--- src/sv/dstl_pkg.sv ---
// Shared types, constants and helpers for the deadline-sorted timer list.
package dstl_pkg;

  // Pool size and field widths.
  localparam int SLOT_COUNT = 32;
  localparam int TIME_BITS  = 32;
  localparam int IDX_W      = $clog2(SLOT_COUNT);
  localparam int LINK_W     = $clog2(SLOT_COUNT + 1);
  localparam int CMD_W      = 2;
  localparam int KIND_W     = 2;
  localparam int NUM_W      = 5;
  localparam int STATUS_W   = 3;

  typedef logic [IDX_W-1:0]     idx_t;
  typedef logic [LINK_W-1:0]    link_t;
  typedef logic [TIME_BITS-1:0] stamp_t;
  typedef logic [KIND_W-1:0]    kind_t;
  typedef logic [NUM_W-1:0]     num_t;

  // A link equal to the slot count marks the end of a chain.
  localparam link_t NIL = link_t'(SLOT_COUNT);

  typedef enum logic [CMD_W-1:0] {
    CMD_INSERT = 2'd0,
    CMD_REMOVE = 2'd1,
    CMD_TICK   = 2'd2,
    CMD_NOP    = 2'd3
  } cmd_t;

  typedef enum logic [STATUS_W-1:0] {
    ST_INSERTED  = 3'd0,
    ST_EXPIRED   = 3'd1,
    ST_REMOVED   = 3'd2,
    ST_NONE_DUE  = 3'd3,
    ST_POOL_FULL = 3'd4,
    ST_NOT_FOUND = 3'd5
  } status_t;

  // Write port of one link memory.
  typedef struct packed {
    logic  we;
    idx_t  addr;
    link_t data;
  } link_wr_t;

  // Write port of the slot payload memory.
  typedef struct packed {
    logic   we;
    idx_t   addr;
    kind_t  kind;
    num_t   number;
    stamp_t due;
  } data_wr_t;

  // Registered read of one slot.
  typedef struct packed {
    link_t  next;
    link_t  prev;
    kind_t  kind;
    num_t   number;
    stamp_t due;
  } slot_rd_t;

  // True when a link points at a real slot.
  function automatic logic link_ok(link_t l);
    return l < NIL;
  endfunction

endpackage

--- src/sv/dstl_mem.sv ---
// Slot storage: next links, previous links and slot payload, all read at
// one shared address with a registered read port.
module dstl_mem (
  input  logic               clk,
  input  logic               rst,
  input  logic               rd_en,
  input  dstl_pkg::idx_t     rd_addr,
  input  dstl_pkg::link_wr_t next_wr,
  input  dstl_pkg::link_wr_t prev_wr,
  input  dstl_pkg::data_wr_t data_wr,
  output dstl_pkg::slot_rd_t rd
);

  dstl_pkg::link_t  next_mem   [dstl_pkg::SLOT_COUNT];
  dstl_pkg::link_t  prev_mem   [dstl_pkg::SLOT_COUNT];
  dstl_pkg::kind_t  kind_mem   [dstl_pkg::SLOT_COUNT];
  dstl_pkg::num_t   number_mem [dstl_pkg::SLOT_COUNT];
  dstl_pkg::stamp_t due_mem    [dstl_pkg::SLOT_COUNT];

  // One bit per slot tells whether its next link was ever written.
  logic [dstl_pkg::SLOT_COUNT-1:0] next_vld;

  dstl_pkg::link_t  next_q;
  dstl_pkg::link_t  prev_q;
  dstl_pkg::kind_t  kind_q;
  dstl_pkg::num_t   number_q;
  dstl_pkg::stamp_t due_q;
  dstl_pkg::idx_t   addr_q;
  logic             vld_q;

  // Writes, and reads that hold their data until the next read.
  always_ff @(posedge clk) begin
    if (next_wr.we) begin
      next_mem[next_wr.addr] <= next_wr.data;
    end
    if (prev_wr.we) begin
      prev_mem[prev_wr.addr] <= prev_wr.data;
    end
    if (data_wr.we) begin
      kind_mem[data_wr.addr]   <= data_wr.kind;
      number_mem[data_wr.addr] <= data_wr.number;
      due_mem[data_wr.addr]    <= data_wr.due;
    end
    if (rd_en) begin
      next_q   <= next_mem[rd_addr];
      prev_q   <= prev_mem[rd_addr];
      kind_q   <= kind_mem[rd_addr];
      number_q <= number_mem[rd_addr];
      due_q    <= due_mem[rd_addr];
      addr_q   <= rd_addr;
      vld_q    <= next_vld[rd_addr];
    end
  end

  // Valid bits for the next links are cleared at once by reset.
  always_ff @(posedge clk) begin
    if (rst) begin
      next_vld <= '0;
    end else if (next_wr.we) begin
      next_vld[next_wr.addr] <= 1'b1;
    end
  end

  // An unwritten next link reads as the initial free chain slot + 1.
  assign rd.next   = vld_q ? next_q
                           : dstl_pkg::link_t'(addr_q) + dstl_pkg::link_t'(1);
  assign rd.prev   = prev_q;
  assign rd.kind   = kind_q;
  assign rd.number = number_q;
  assign rd.due    = due_q;

endmodule

--- src/sv/deadline_sorted_timer_list_core.sv ---
// Channel | handshake          | payload
// in      | in_valid, in_ready   | cmd, trigger_kind, trigger_number, due_time, now_time
// out     | out_valid, out_ready | status, out_kind, out_number, out_due, last
//
// One item is worked on at a time; all walks go through the single read port
// of the slot memory, one list entry per cycle.
// Insert walks past the entries before its place, the whole list when it goes last.
// Remove walks until a match, or over the whole list when none matches.
// Tick expires entries from the head until the head is live or the list is empty.
// Reset is synchronous; it empties the list and restores the free chain in slot order.
// A stalled output holds the block at its next result; a new item is taken once the
// final result of the previous one sits in the output register.
module deadline_sorted_timer_list_core (
  input  logic                               clk,
  input  logic                               rst,
  input  logic                               in_valid,
  output logic                               in_ready,
  input  logic [dstl_pkg::CMD_W-1:0]         cmd,
  input  logic [dstl_pkg::KIND_W-1:0]        trigger_kind,
  input  logic [dstl_pkg::NUM_W-1:0]         trigger_number,
  input  logic [dstl_pkg::TIME_BITS-1:0]     due_time,
  input  logic [dstl_pkg::TIME_BITS-1:0]     now_time,
  output logic                               out_valid,
  input  logic                               out_ready,
  output logic [dstl_pkg::STATUS_W-1:0]      status,
  output logic [dstl_pkg::KIND_W-1:0]        out_kind,
  output logic [dstl_pkg::NUM_W-1:0]         out_number,
  output logic [dstl_pkg::TIME_BITS-1:0]     out_due,
  output logic                               last
);

  typedef enum logic [3:0] {
    S_IDLE,
    S_INS_POP,
    S_INS_WALK,
    S_INS_LINK,
    S_INS_FIX,
    S_RM_WALK,
    S_UNL_LINK,
    S_UNL_FREE,
    S_TK_HEAD,
    S_TK_CHK,
    S_RESP
  } state_t;

  state_t state;

  // List heads.
  dstl_pkg::link_t used_head;
  dstl_pkg::link_t free_head;

  // Latched item.
  dstl_pkg::kind_t  q_kind;
  dstl_pkg::num_t   q_number;
  dstl_pkg::stamp_t q_due;
  dstl_pkg::stamp_t q_now;

  // Walk and unlink context.
  dstl_pkg::idx_t  ins_slot;
  dstl_pkg::link_t cur;
  dstl_pkg::link_t prv;
  dstl_pkg::idx_t  unl_s;
  dstl_pkg::link_t unl_nx;
  dstl_pkg::link_t unl_pv;
  logic            unl_tick;

  // Result waiting to be sent.
  dstl_pkg::status_t res_status;
  dstl_pkg::kind_t   res_kind;
  dstl_pkg::num_t    res_number;
  dstl_pkg::stamp_t  res_due;
  logic              res_pend;

  // Memory ports.
  logic               rd_en;
  dstl_pkg::idx_t     rd_addr;
  dstl_pkg::link_wr_t next_wr;
  dstl_pkg::link_wr_t prev_wr;
  dstl_pkg::data_wr_t data_wr;
  dstl_pkg::slot_rd_t rd;

  logic out_free;
  logic expired;
  logic match;

  dstl_mem u_mem (
    .clk     (clk),
    .rst     (rst),
    .rd_en   (rd_en),
    .rd_addr (rd_addr),
    .next_wr (next_wr),
    .prev_wr (prev_wr),
    .data_wr (data_wr),
    .rd      (rd)
  );

  assign in_ready = (state == S_IDLE);
  assign out_free = !out_valid || out_ready;
  assign expired  = (rd.due <= q_now);
  assign match    = (rd.kind == q_kind) && (rd.number == q_number);

  // Memory reads and writes for each step.
  always_comb begin
    rd_en   = 1'b0;
    rd_addr = '0;
    next_wr = '0;
    prev_wr = '0;
    data_wr = '0;
    unique case (state)
      S_IDLE: begin
        if (in_valid && dstl_pkg::cmd_t'(cmd) == dstl_pkg::CMD_INSERT) begin
          rd_en   = 1'b1;
          rd_addr = free_head[dstl_pkg::IDX_W-1:0];
        end else if (in_valid && dstl_pkg::cmd_t'(cmd) == dstl_pkg::CMD_REMOVE) begin
          rd_en   = 1'b1;
          rd_addr = used_head[dstl_pkg::IDX_W-1:0];
        end
      end
      S_INS_POP: begin
        data_wr.we     = 1'b1;
        data_wr.addr   = ins_slot;
        data_wr.kind   = q_kind;
        data_wr.number = q_number;
        data_wr.due    = q_due;
        rd_en          = dstl_pkg::link_ok(used_head);
        rd_addr        = used_head[dstl_pkg::IDX_W-1:0];
      end
      S_INS_WALK: begin
        rd_en   = !(q_due <= rd.due) && dstl_pkg::link_ok(rd.next);
        rd_addr = rd.next[dstl_pkg::IDX_W-1:0];
      end
      S_INS_LINK: begin
        next_wr.we   = 1'b1;
        next_wr.addr = ins_slot;
        next_wr.data = cur;
        prev_wr.we   = dstl_pkg::link_ok(cur);
        prev_wr.addr = cur[dstl_pkg::IDX_W-1:0];
        prev_wr.data = dstl_pkg::link_t'(ins_slot);
      end
      S_INS_FIX: begin
        prev_wr.we   = 1'b1;
        prev_wr.addr = ins_slot;
        prev_wr.data = prv;
        next_wr.we   = dstl_pkg::link_ok(prv);
        next_wr.addr = prv[dstl_pkg::IDX_W-1:0];
        next_wr.data = dstl_pkg::link_t'(ins_slot);
      end
      S_RM_WALK: begin
        rd_en   = !match && dstl_pkg::link_ok(rd.next);
        rd_addr = rd.next[dstl_pkg::IDX_W-1:0];
      end
      S_UNL_LINK: begin
        prev_wr.we   = dstl_pkg::link_ok(unl_nx);
        prev_wr.addr = unl_nx[dstl_pkg::IDX_W-1:0];
        if (used_head == dstl_pkg::link_t'(unl_s)) begin
          prev_wr.data = dstl_pkg::NIL;
        end else begin
          prev_wr.data = unl_pv;
          next_wr.we   = dstl_pkg::link_ok(unl_pv);
          next_wr.addr = unl_pv[dstl_pkg::IDX_W-1:0];
          next_wr.data = unl_nx;
        end
      end
      S_UNL_FREE: begin
        next_wr.we   = 1'b1;
        next_wr.addr = unl_s;
        next_wr.data = free_head;
      end
      S_TK_HEAD: begin
        rd_en   = dstl_pkg::link_ok(used_head);
        rd_addr = used_head[dstl_pkg::IDX_W-1:0];
      end
      S_TK_CHK, S_RESP: begin
      end
      default: begin
      end
    endcase
  end

  // Sequencer, heads and output register.
  always_ff @(posedge clk) begin
    if (rst) begin
      state     <= S_IDLE;
      used_head <= dstl_pkg::NIL;
      free_head <= '0;
      res_pend  <= 1'b0;
      out_valid <= 1'b0;
    end else begin
      if (out_valid && out_ready) begin
        out_valid <= 1'b0;
      end
      unique case (state)
        S_IDLE: begin
          if (in_valid) begin
            q_kind   <= trigger_kind;
            q_number <= trigger_number;
            q_due    <= due_time;
            q_now    <= now_time;
            cur      <= used_head;
            res_pend <= 1'b0;
            unique case (dstl_pkg::cmd_t'(cmd))
              dstl_pkg::CMD_INSERT: begin
                res_kind   <= trigger_kind;
                res_number <= trigger_number;
                res_due    <= due_time;
                ins_slot   <= free_head[dstl_pkg::IDX_W-1:0];
                if (dstl_pkg::link_ok(free_head)) begin
                  res_status <= dstl_pkg::ST_INSERTED;
                  state      <= S_INS_POP;
                end else begin
                  res_status <= dstl_pkg::ST_POOL_FULL;
                  state      <= S_RESP;
                end
              end
              dstl_pkg::CMD_REMOVE: begin
                res_status <= dstl_pkg::ST_NOT_FOUND;
                res_kind   <= trigger_kind;
                res_number <= trigger_number;
                res_due    <= '0;
                state      <= dstl_pkg::link_ok(used_head) ? S_RM_WALK : S_RESP;
              end
              dstl_pkg::CMD_TICK: begin
                res_status <= dstl_pkg::ST_NONE_DUE;
                res_kind   <= '0;
                res_number <= '0;
                res_due    <= '0;
                state      <= S_TK_HEAD;
              end
              dstl_pkg::CMD_NOP: begin
                state <= S_IDLE;
              end
            endcase
          end
        end
        // Pop the free stack and start at the list head.
        S_INS_POP: begin
          free_head <= rd.next;
          cur       <= used_head;
          prv       <= dstl_pkg::NIL;
          state     <= dstl_pkg::link_ok(used_head) ? S_INS_WALK : S_INS_LINK;
        end
        // Stop at the first entry whose deadline is not below the new one.
        S_INS_WALK: begin
          if (q_due <= rd.due) begin
            state <= S_INS_LINK;
          end else begin
            prv <= cur;
            cur <= rd.next;
            if (!dstl_pkg::link_ok(rd.next)) begin
              state <= S_INS_LINK;
            end
          end
        end
        S_INS_LINK: begin
          state <= S_INS_FIX;
        end
        S_INS_FIX: begin
          if (!dstl_pkg::link_ok(prv)) begin
            used_head <= dstl_pkg::link_t'(ins_slot);
          end
          state <= S_RESP;
        end
        // Search by kind and index.
        S_RM_WALK: begin
          if (match) begin
            res_status <= dstl_pkg::ST_REMOVED;
            res_kind   <= rd.kind;
            res_number <= rd.number;
            res_due    <= rd.due;
            unl_s      <= cur[dstl_pkg::IDX_W-1:0];
            unl_nx     <= rd.next;
            unl_pv     <= rd.prev;
            unl_tick   <= 1'b0;
            state      <= S_UNL_LINK;
          end else if (dstl_pkg::link_ok(rd.next)) begin
            cur <= rd.next;
          end else begin
            state <= S_RESP;
          end
        end
        // Unlink a slot, then push it on the free stack.
        S_UNL_LINK: begin
          if (used_head == dstl_pkg::link_t'(unl_s)) begin
            used_head <= unl_nx;
          end
          state <= S_UNL_FREE;
        end
        S_UNL_FREE: begin
          free_head <= dstl_pkg::link_t'(unl_s);
          state     <= unl_tick ? S_TK_HEAD : S_RESP;
        end
        S_TK_HEAD: begin
          state <= dstl_pkg::link_ok(used_head) ? S_TK_CHK : S_RESP;
        end
        // An expired head sends the previous expiry, which is then not the final one.
        S_TK_CHK: begin
          if (expired) begin
            if (!res_pend || out_free) begin
              if (res_pend) begin
                out_valid  <= 1'b1;
                status     <= res_status;
                out_kind   <= res_kind;
                out_number <= res_number;
                out_due    <= res_due;
                last       <= 1'b0;
              end
              res_status <= dstl_pkg::ST_EXPIRED;
              res_kind   <= rd.kind;
              res_number <= rd.number;
              res_due    <= rd.due;
              res_pend   <= 1'b1;
              unl_s      <= used_head[dstl_pkg::IDX_W-1:0];
              unl_nx     <= rd.next;
              unl_pv     <= rd.prev;
              unl_tick   <= 1'b1;
              state      <= S_UNL_LINK;
            end
          end else begin
            state <= S_RESP;
          end
        end
        // Final result of the item.
        S_RESP: begin
          if (out_free) begin
            out_valid  <= 1'b1;
            status     <= res_status;
            out_kind   <= res_kind;
            out_number <= res_number;
            out_due    <= res_due;
            last       <= 1'b1;
            res_pend   <= 1'b0;
            state      <= S_IDLE;
          end
        end
        default: begin
          state <= S_IDLE;
        end
      endcase
    end
  end

  // The used list and the free stack never start at the same slot.
  a_heads_apart: assert property (@(posedge clk) disable iff (rst)
    (dstl_pkg::link_ok(used_head) && dstl_pkg::link_ok(free_head))
      |-> (used_head != free_head))
    else $error("used and free heads point at the same slot");

  // Reads never overlap a link write, so no forwarding is needed.
  a_no_rw_overlap: assert property (@(posedge clk) disable iff (rst)
    rd_en |-> (!next_wr.we && !prev_wr.we))
    else $error("slot read overlaps a link write");

  // A non-final result is always followed by a pending expiry.
  a_more_follows: assert property (@(posedge clk) disable iff (rst)
    (out_valid && !last) |-> res_pend)
    else $error("non-final result without a following expiry");

  // No expiry is left pending between items.
  a_idle_clean: assert property (@(posedge clk) disable iff (rst)
    (state == S_IDLE) |-> !res_pend)
    else $error("expiry left pending at idle");

endmodule

--- config.mk ---
export PLATFORM = sky130hd
export DESIGN_NAME = deadline_sorted_timer_list_core
export DESIGN_NICKNAME = d
export VERILOG_FILES = /design/src/sv/dstl_pkg.sv /design/src/sv/dstl_mem.sv /design/src/sv/deadline_sorted_timer_list_core.sv
export SDC_FILE = /design/constraint.sdc
export NUM_CORES = 2
export LEC_CHECK = 0
export ABC_CLOCK_PERIOD_IN_PS = 11200
export BUFFER_PORTS_ARGS = -buffer_cell sky130_fd_sc_hd__buf_2
export CAP_MARGIN = 20
export CORE_ASPECT_RATIO = 0.7
export CORE_UTILIZATION = 35
export DETAILED_ROUTE_END_ITERATION = 10
export GPL_ROUTABILITY_DRIVEN = 1
export GPL_TIMING_DRIVEN = 0
export HOLD_SLACK_MARGIN = 0.15
export PLACE_DENSITY = 0.49
export RECOVER_POWER = 100
export SYNTH_ARGS = -nofsm -noshare
export SYNTH_HDL_FRONTEND = slang
export SYNTH_SLANG_ARGS = --single-unit
export TNS_END_PERCENT = 50
--- constraint.sdc ---
create_clock -name clk -period 11.2 [get_ports clk]
set_clock_uncertainty 0.2 [all_clocks]
set_input_delay 0.56 -clock clk [delete_from_list [all_inputs] [get_ports clk]]
set_output_delay 0.56 -clock clk [all_outputs]
set_load 0.02 [all_outputs]
==> flow_summary_export.csv <==
group,metric,value,unit
run_status,outcome,"complete, but fails checks",
run_status,violations,"capacitance limit, slew limit",
pwr,leakagePower,29.4,nW
timing,period_minus_slack,8.85,ns
logic_synthesis,synthSimpleGateAreaFrac,16.5,%
pwr,pwr-share-comb,30.6,%
global_routing,grt_pass1_vias,48900,
placed_design,hpwl,199000,µm
timing,whs,0.217,ns
pwr,power.internal,0.0136,W
die,initial_utilization,35.2,%
cells_and_area,drive_gt1_share,6.40,%
logic_synthesis,synth_nets,6208,
logic_synthesis,synth.area.mux_share,0.0274,%
timing,slew_headroom,-90.0,%
pwr,max-vdd-ir-drop,132,µV
worst_setup_path,path_class,"flop to flop",
cts,path_clk_slew,0.06,ns
die,die_area,224000,µm²
global_routing,grt_pass1_wl,377000,µm
cts,cts_tree,"done",
worst_setup_path,endpoint_kind,"flop",
logic_synthesis,netlist_top_cells_area,"edfxtp_1 73%, nand2_1 7.7%, nand3_1 4.9%",
route,drc,0,
global_routing,grtUsageTotal,24.0,%
placed_design,place_congestion,0.901,
logic_synthesis,synthFlopType,"edfxtp_1",
worst_setup_path,cp_max_fo,10,
logic_synthesis,ys_seq_area_share,74.0,%
placed_design,place_inst,9202,
cts,cts-root-buf,"clkbuf_16",
die,io_pins,122,
cts,insertion_delay,0.86,ns
route,dr.pass1.iters,6,
cells_and_area,fin_area,89000,µm²
cts,htreeDepth,4,
cts,cts.sinks,1930,
pwr,p_sw_share,37.5,%
global_routing,antenna_found_initial,28,
timing,setup_viol,0,
route,first_iter_violations,8056,
timing,tns,0,ns
timing,period_share,79.0,%
timing,drv_slew,2011,
die,dieHeight,396,µm
placed_design,io_buffers,120,
cts,numCtsBuffers,191,
route,routed_wl,274000,µm
logic_synthesis,yosys_register_bits,1930,
logic_synthesis,synth-adder-area-share,1.10,%
global_routing,grt_max_degree,40,
cts,cts.path.max_buffers,4,
cts,cts_resized,0,
die,core,220000,µm²
placed_design,post_dp_cell_area,84000,µm²
logic_synthesis,synthXorXnorAreaFrac,0.180,%
logic_synthesis,synth_area,77700,µm²
hold_path,hold_path_class,"flop to flop",
pwr,p_clk_share,28.9,%
route,vias,52800,
cells_and_area,fill_cells,20900,
cells_and_area,final_nets,6713,
logic_synthesis,synth_warnings,0,
logic_synthesis,synth_cell_types,72,
logic_synthesis,synth_top_area_share,72.7,%
route,viasPerCell,5.49,
pwr,power_frac_seq,40.5,%
worst_setup_path,crit_required,11.50,ns
logic_synthesis,synth_cells,6063,
timing,rsz0062_at_grt,"no",
logic_synthesis,synth_top_cell_by_area,"edfxtp_1",
pwr,power_switching,0.00813,W
logic_synthesis,syn_area_per_cell,12.8,µm²
run,maxCapViolations,81,
cells_and_area,stdcell_count,9632,
worst_setup_path,cp.arrival,9.15,ns
cts,cts_setup_buffers,0,
logic_synthesis,synth-edff-count,1880,
global_routing,grt_overflow,0,
route,routedWlPerCell,28.4,µm
timing,fmax,113,MHz
pwr,power.density,244,nW/µm²
cells_and_area,area_delta_synth_final,14.5,%
die,fp.dieW,565,µm
timing,worstMarginPinSlew,2.84,ns
die,num_rows,144,
route,drtAntennaViolNets,0,
logic_synthesis,synth-compound-area-share,5.67,%
worst_setup_path,worstSetupStartpointType,"flop",
logic_synthesis,synth_top_family_by_area,"simple AND/OR/NAND/NOR gates",
logic_synthesis,async_flop_share,0,%
timing,hold_violations,0,
## state kept, by name, indices dropped and copies added, names as in the netlist, 64 cells and up
name / flops
u_mem.kind_mem: 64
u_mem.due_mem: 1024
u_mem.next_mem: 192
u_mem.prev_mem: 192
u_mem.number_mem: 160
## metrics by stage
stage	setup slack (ns)	power (W)	util [%]
finish	2.35	0.0217	40.4
global route	2.32	0.0224	40.4
CTS	4.96	0.0217	41.1
detailed placement	4.68	0.0154	38.1
global placement	-0.258	0.0152	37.2
floorplan	3.03	0.0120	-
## worst max-delay path, cell delays in order (launching register included)
cell	delay, ns
dfxtp_1	0.30
clkbuf_1	0.34
nor2_1	0.20
nand2_1	0.30
inv_1	0.20
and3_1	0.31
a22o_1	0.26
nor2_1	1.96
inv_2	0.85
nand3_1	1.12
clkbuf_1	0.64
a21oi_1	0.12
or4_1	0.81
nor4_1	0.84
## Yosys cell counts, types with 9 or more instances
cell,count
o211ai_1,9
o21a_1,19
nor3_1,13
clkbuf_1,219
edfxtp_1,1880
a22oi_1,14
and2_1,50
a22o_1,54
nand4_1,17
a21oi_1,383
nand3b_1,47
nand3_1,754
or4_1,54
inv_1,83
a21o_1,9
or3_1,104
buf_2,121
nor4_1,59
o21ai_0,65
ha_1,68
nor2_1,147
nand2_1,1593
xnor2_1,9
buf_1,31
o311ai_0,103
dfxtp_1,50
## layer usage
metal / part of all wire [%] / GRT usage, % / vias to the layer above
met5: 0 / 0 / -
met4: 1.9 / 4.74 / 0
met3: 14 / 8.86 / 287
met2: 38 / 31.0 / 2782
met1: 46 / 37.5 / 26600
li1: - / - / 23200
## cells by family (layout without fill, tap and decap cells)
group           Yosys count  in the layout
compound gates          702            702
simple gates           2874           2874
buf+inv                 471           1113
fa+ha+maj                68             68
mux                       2              2
flops                  1930           1930
xor+xnor                 16             16
other cells               0              7
## final timing paths
kind | end | cells after the start | slack (ns) | start
setup / recovery | u_mem.number_q[0] | 13 | 2.35 | state[0]
hold / removal | status[1] | 0 | 0.22 | res_status[1]
setup reg to reg | u_mem.number_q[0] | 13 | 2.35 | state[0]
hold reg to reg | status[1] | 0 | 0.22 | res_status[1]
## placed cells by master (no fill, tap or decap), types with 12 or more instances in the layout
| master | n |
|---|---|
| clkinv_2 | 30 |
| buf_2 | 139 |
| bufinv_16 | 12 |
| a21oi_1 | 384 |
| or3_1 | 104 |
| edfxtp_1 | 1880 |
| ha_1 | 68 |
| a22oi_1 | 14 |
| or4_1 | 54 |
| dfxtp_1 | 50 |
| nor2_1 | 149 |
| dlygate4sd3_1 | 73 |
| clkbuf_1 | 480 |
| clkinv_1 | 32 |
| buf_1 | 26 |
| o21ai_0 | 66 |
| o311ai_0 | 103 |
| nor4_1 | 59 |
| o21a_1 | 19 |
| nand3b_1 | 47 |
| a22o_1 | 54 |
| nand4_1 | 17 |
| clkbuf_16 | 194 |
| nand2_1 | 1594 |
| and2_0 | 49 |
| inv_1 | 84 |
| nand3_1 | 754 |
## power groups by stage
stage	Clock (W)	Combinational [W]	Sequential [W]
after global routing	0.00661	0.00703	0.00880
after CTS	0.00635	0.00659	0.00874
after global placement	0	0.00627	0.00896
final	0.00627	0.00664	0.00878
after floorplan	0	0.00313	0.00887
after detailed placement	0	0.00654	0.00890
## layout make-up
type	instances	area, µm²	area share, %
sequential	1930	57500	64.6
multi-input combinational	3662	18200	20.5
clock buffer	246	5100	5.74
tap	2920	3650	4.11
timing repair buffer	312	1800	2.03
buffer	380	1600	1.80
clock inverter	84	738	0.830
inverter	91	342	0.384
antenna	7	17.5	0.0197
## repair_timing
action	4_1_cts	5_1_grt
endpoints found under the hold margin	113	0
endpoints found under the setup margin	0	0
hold buffers	73	0
Power figures use the tool's default switching activity.
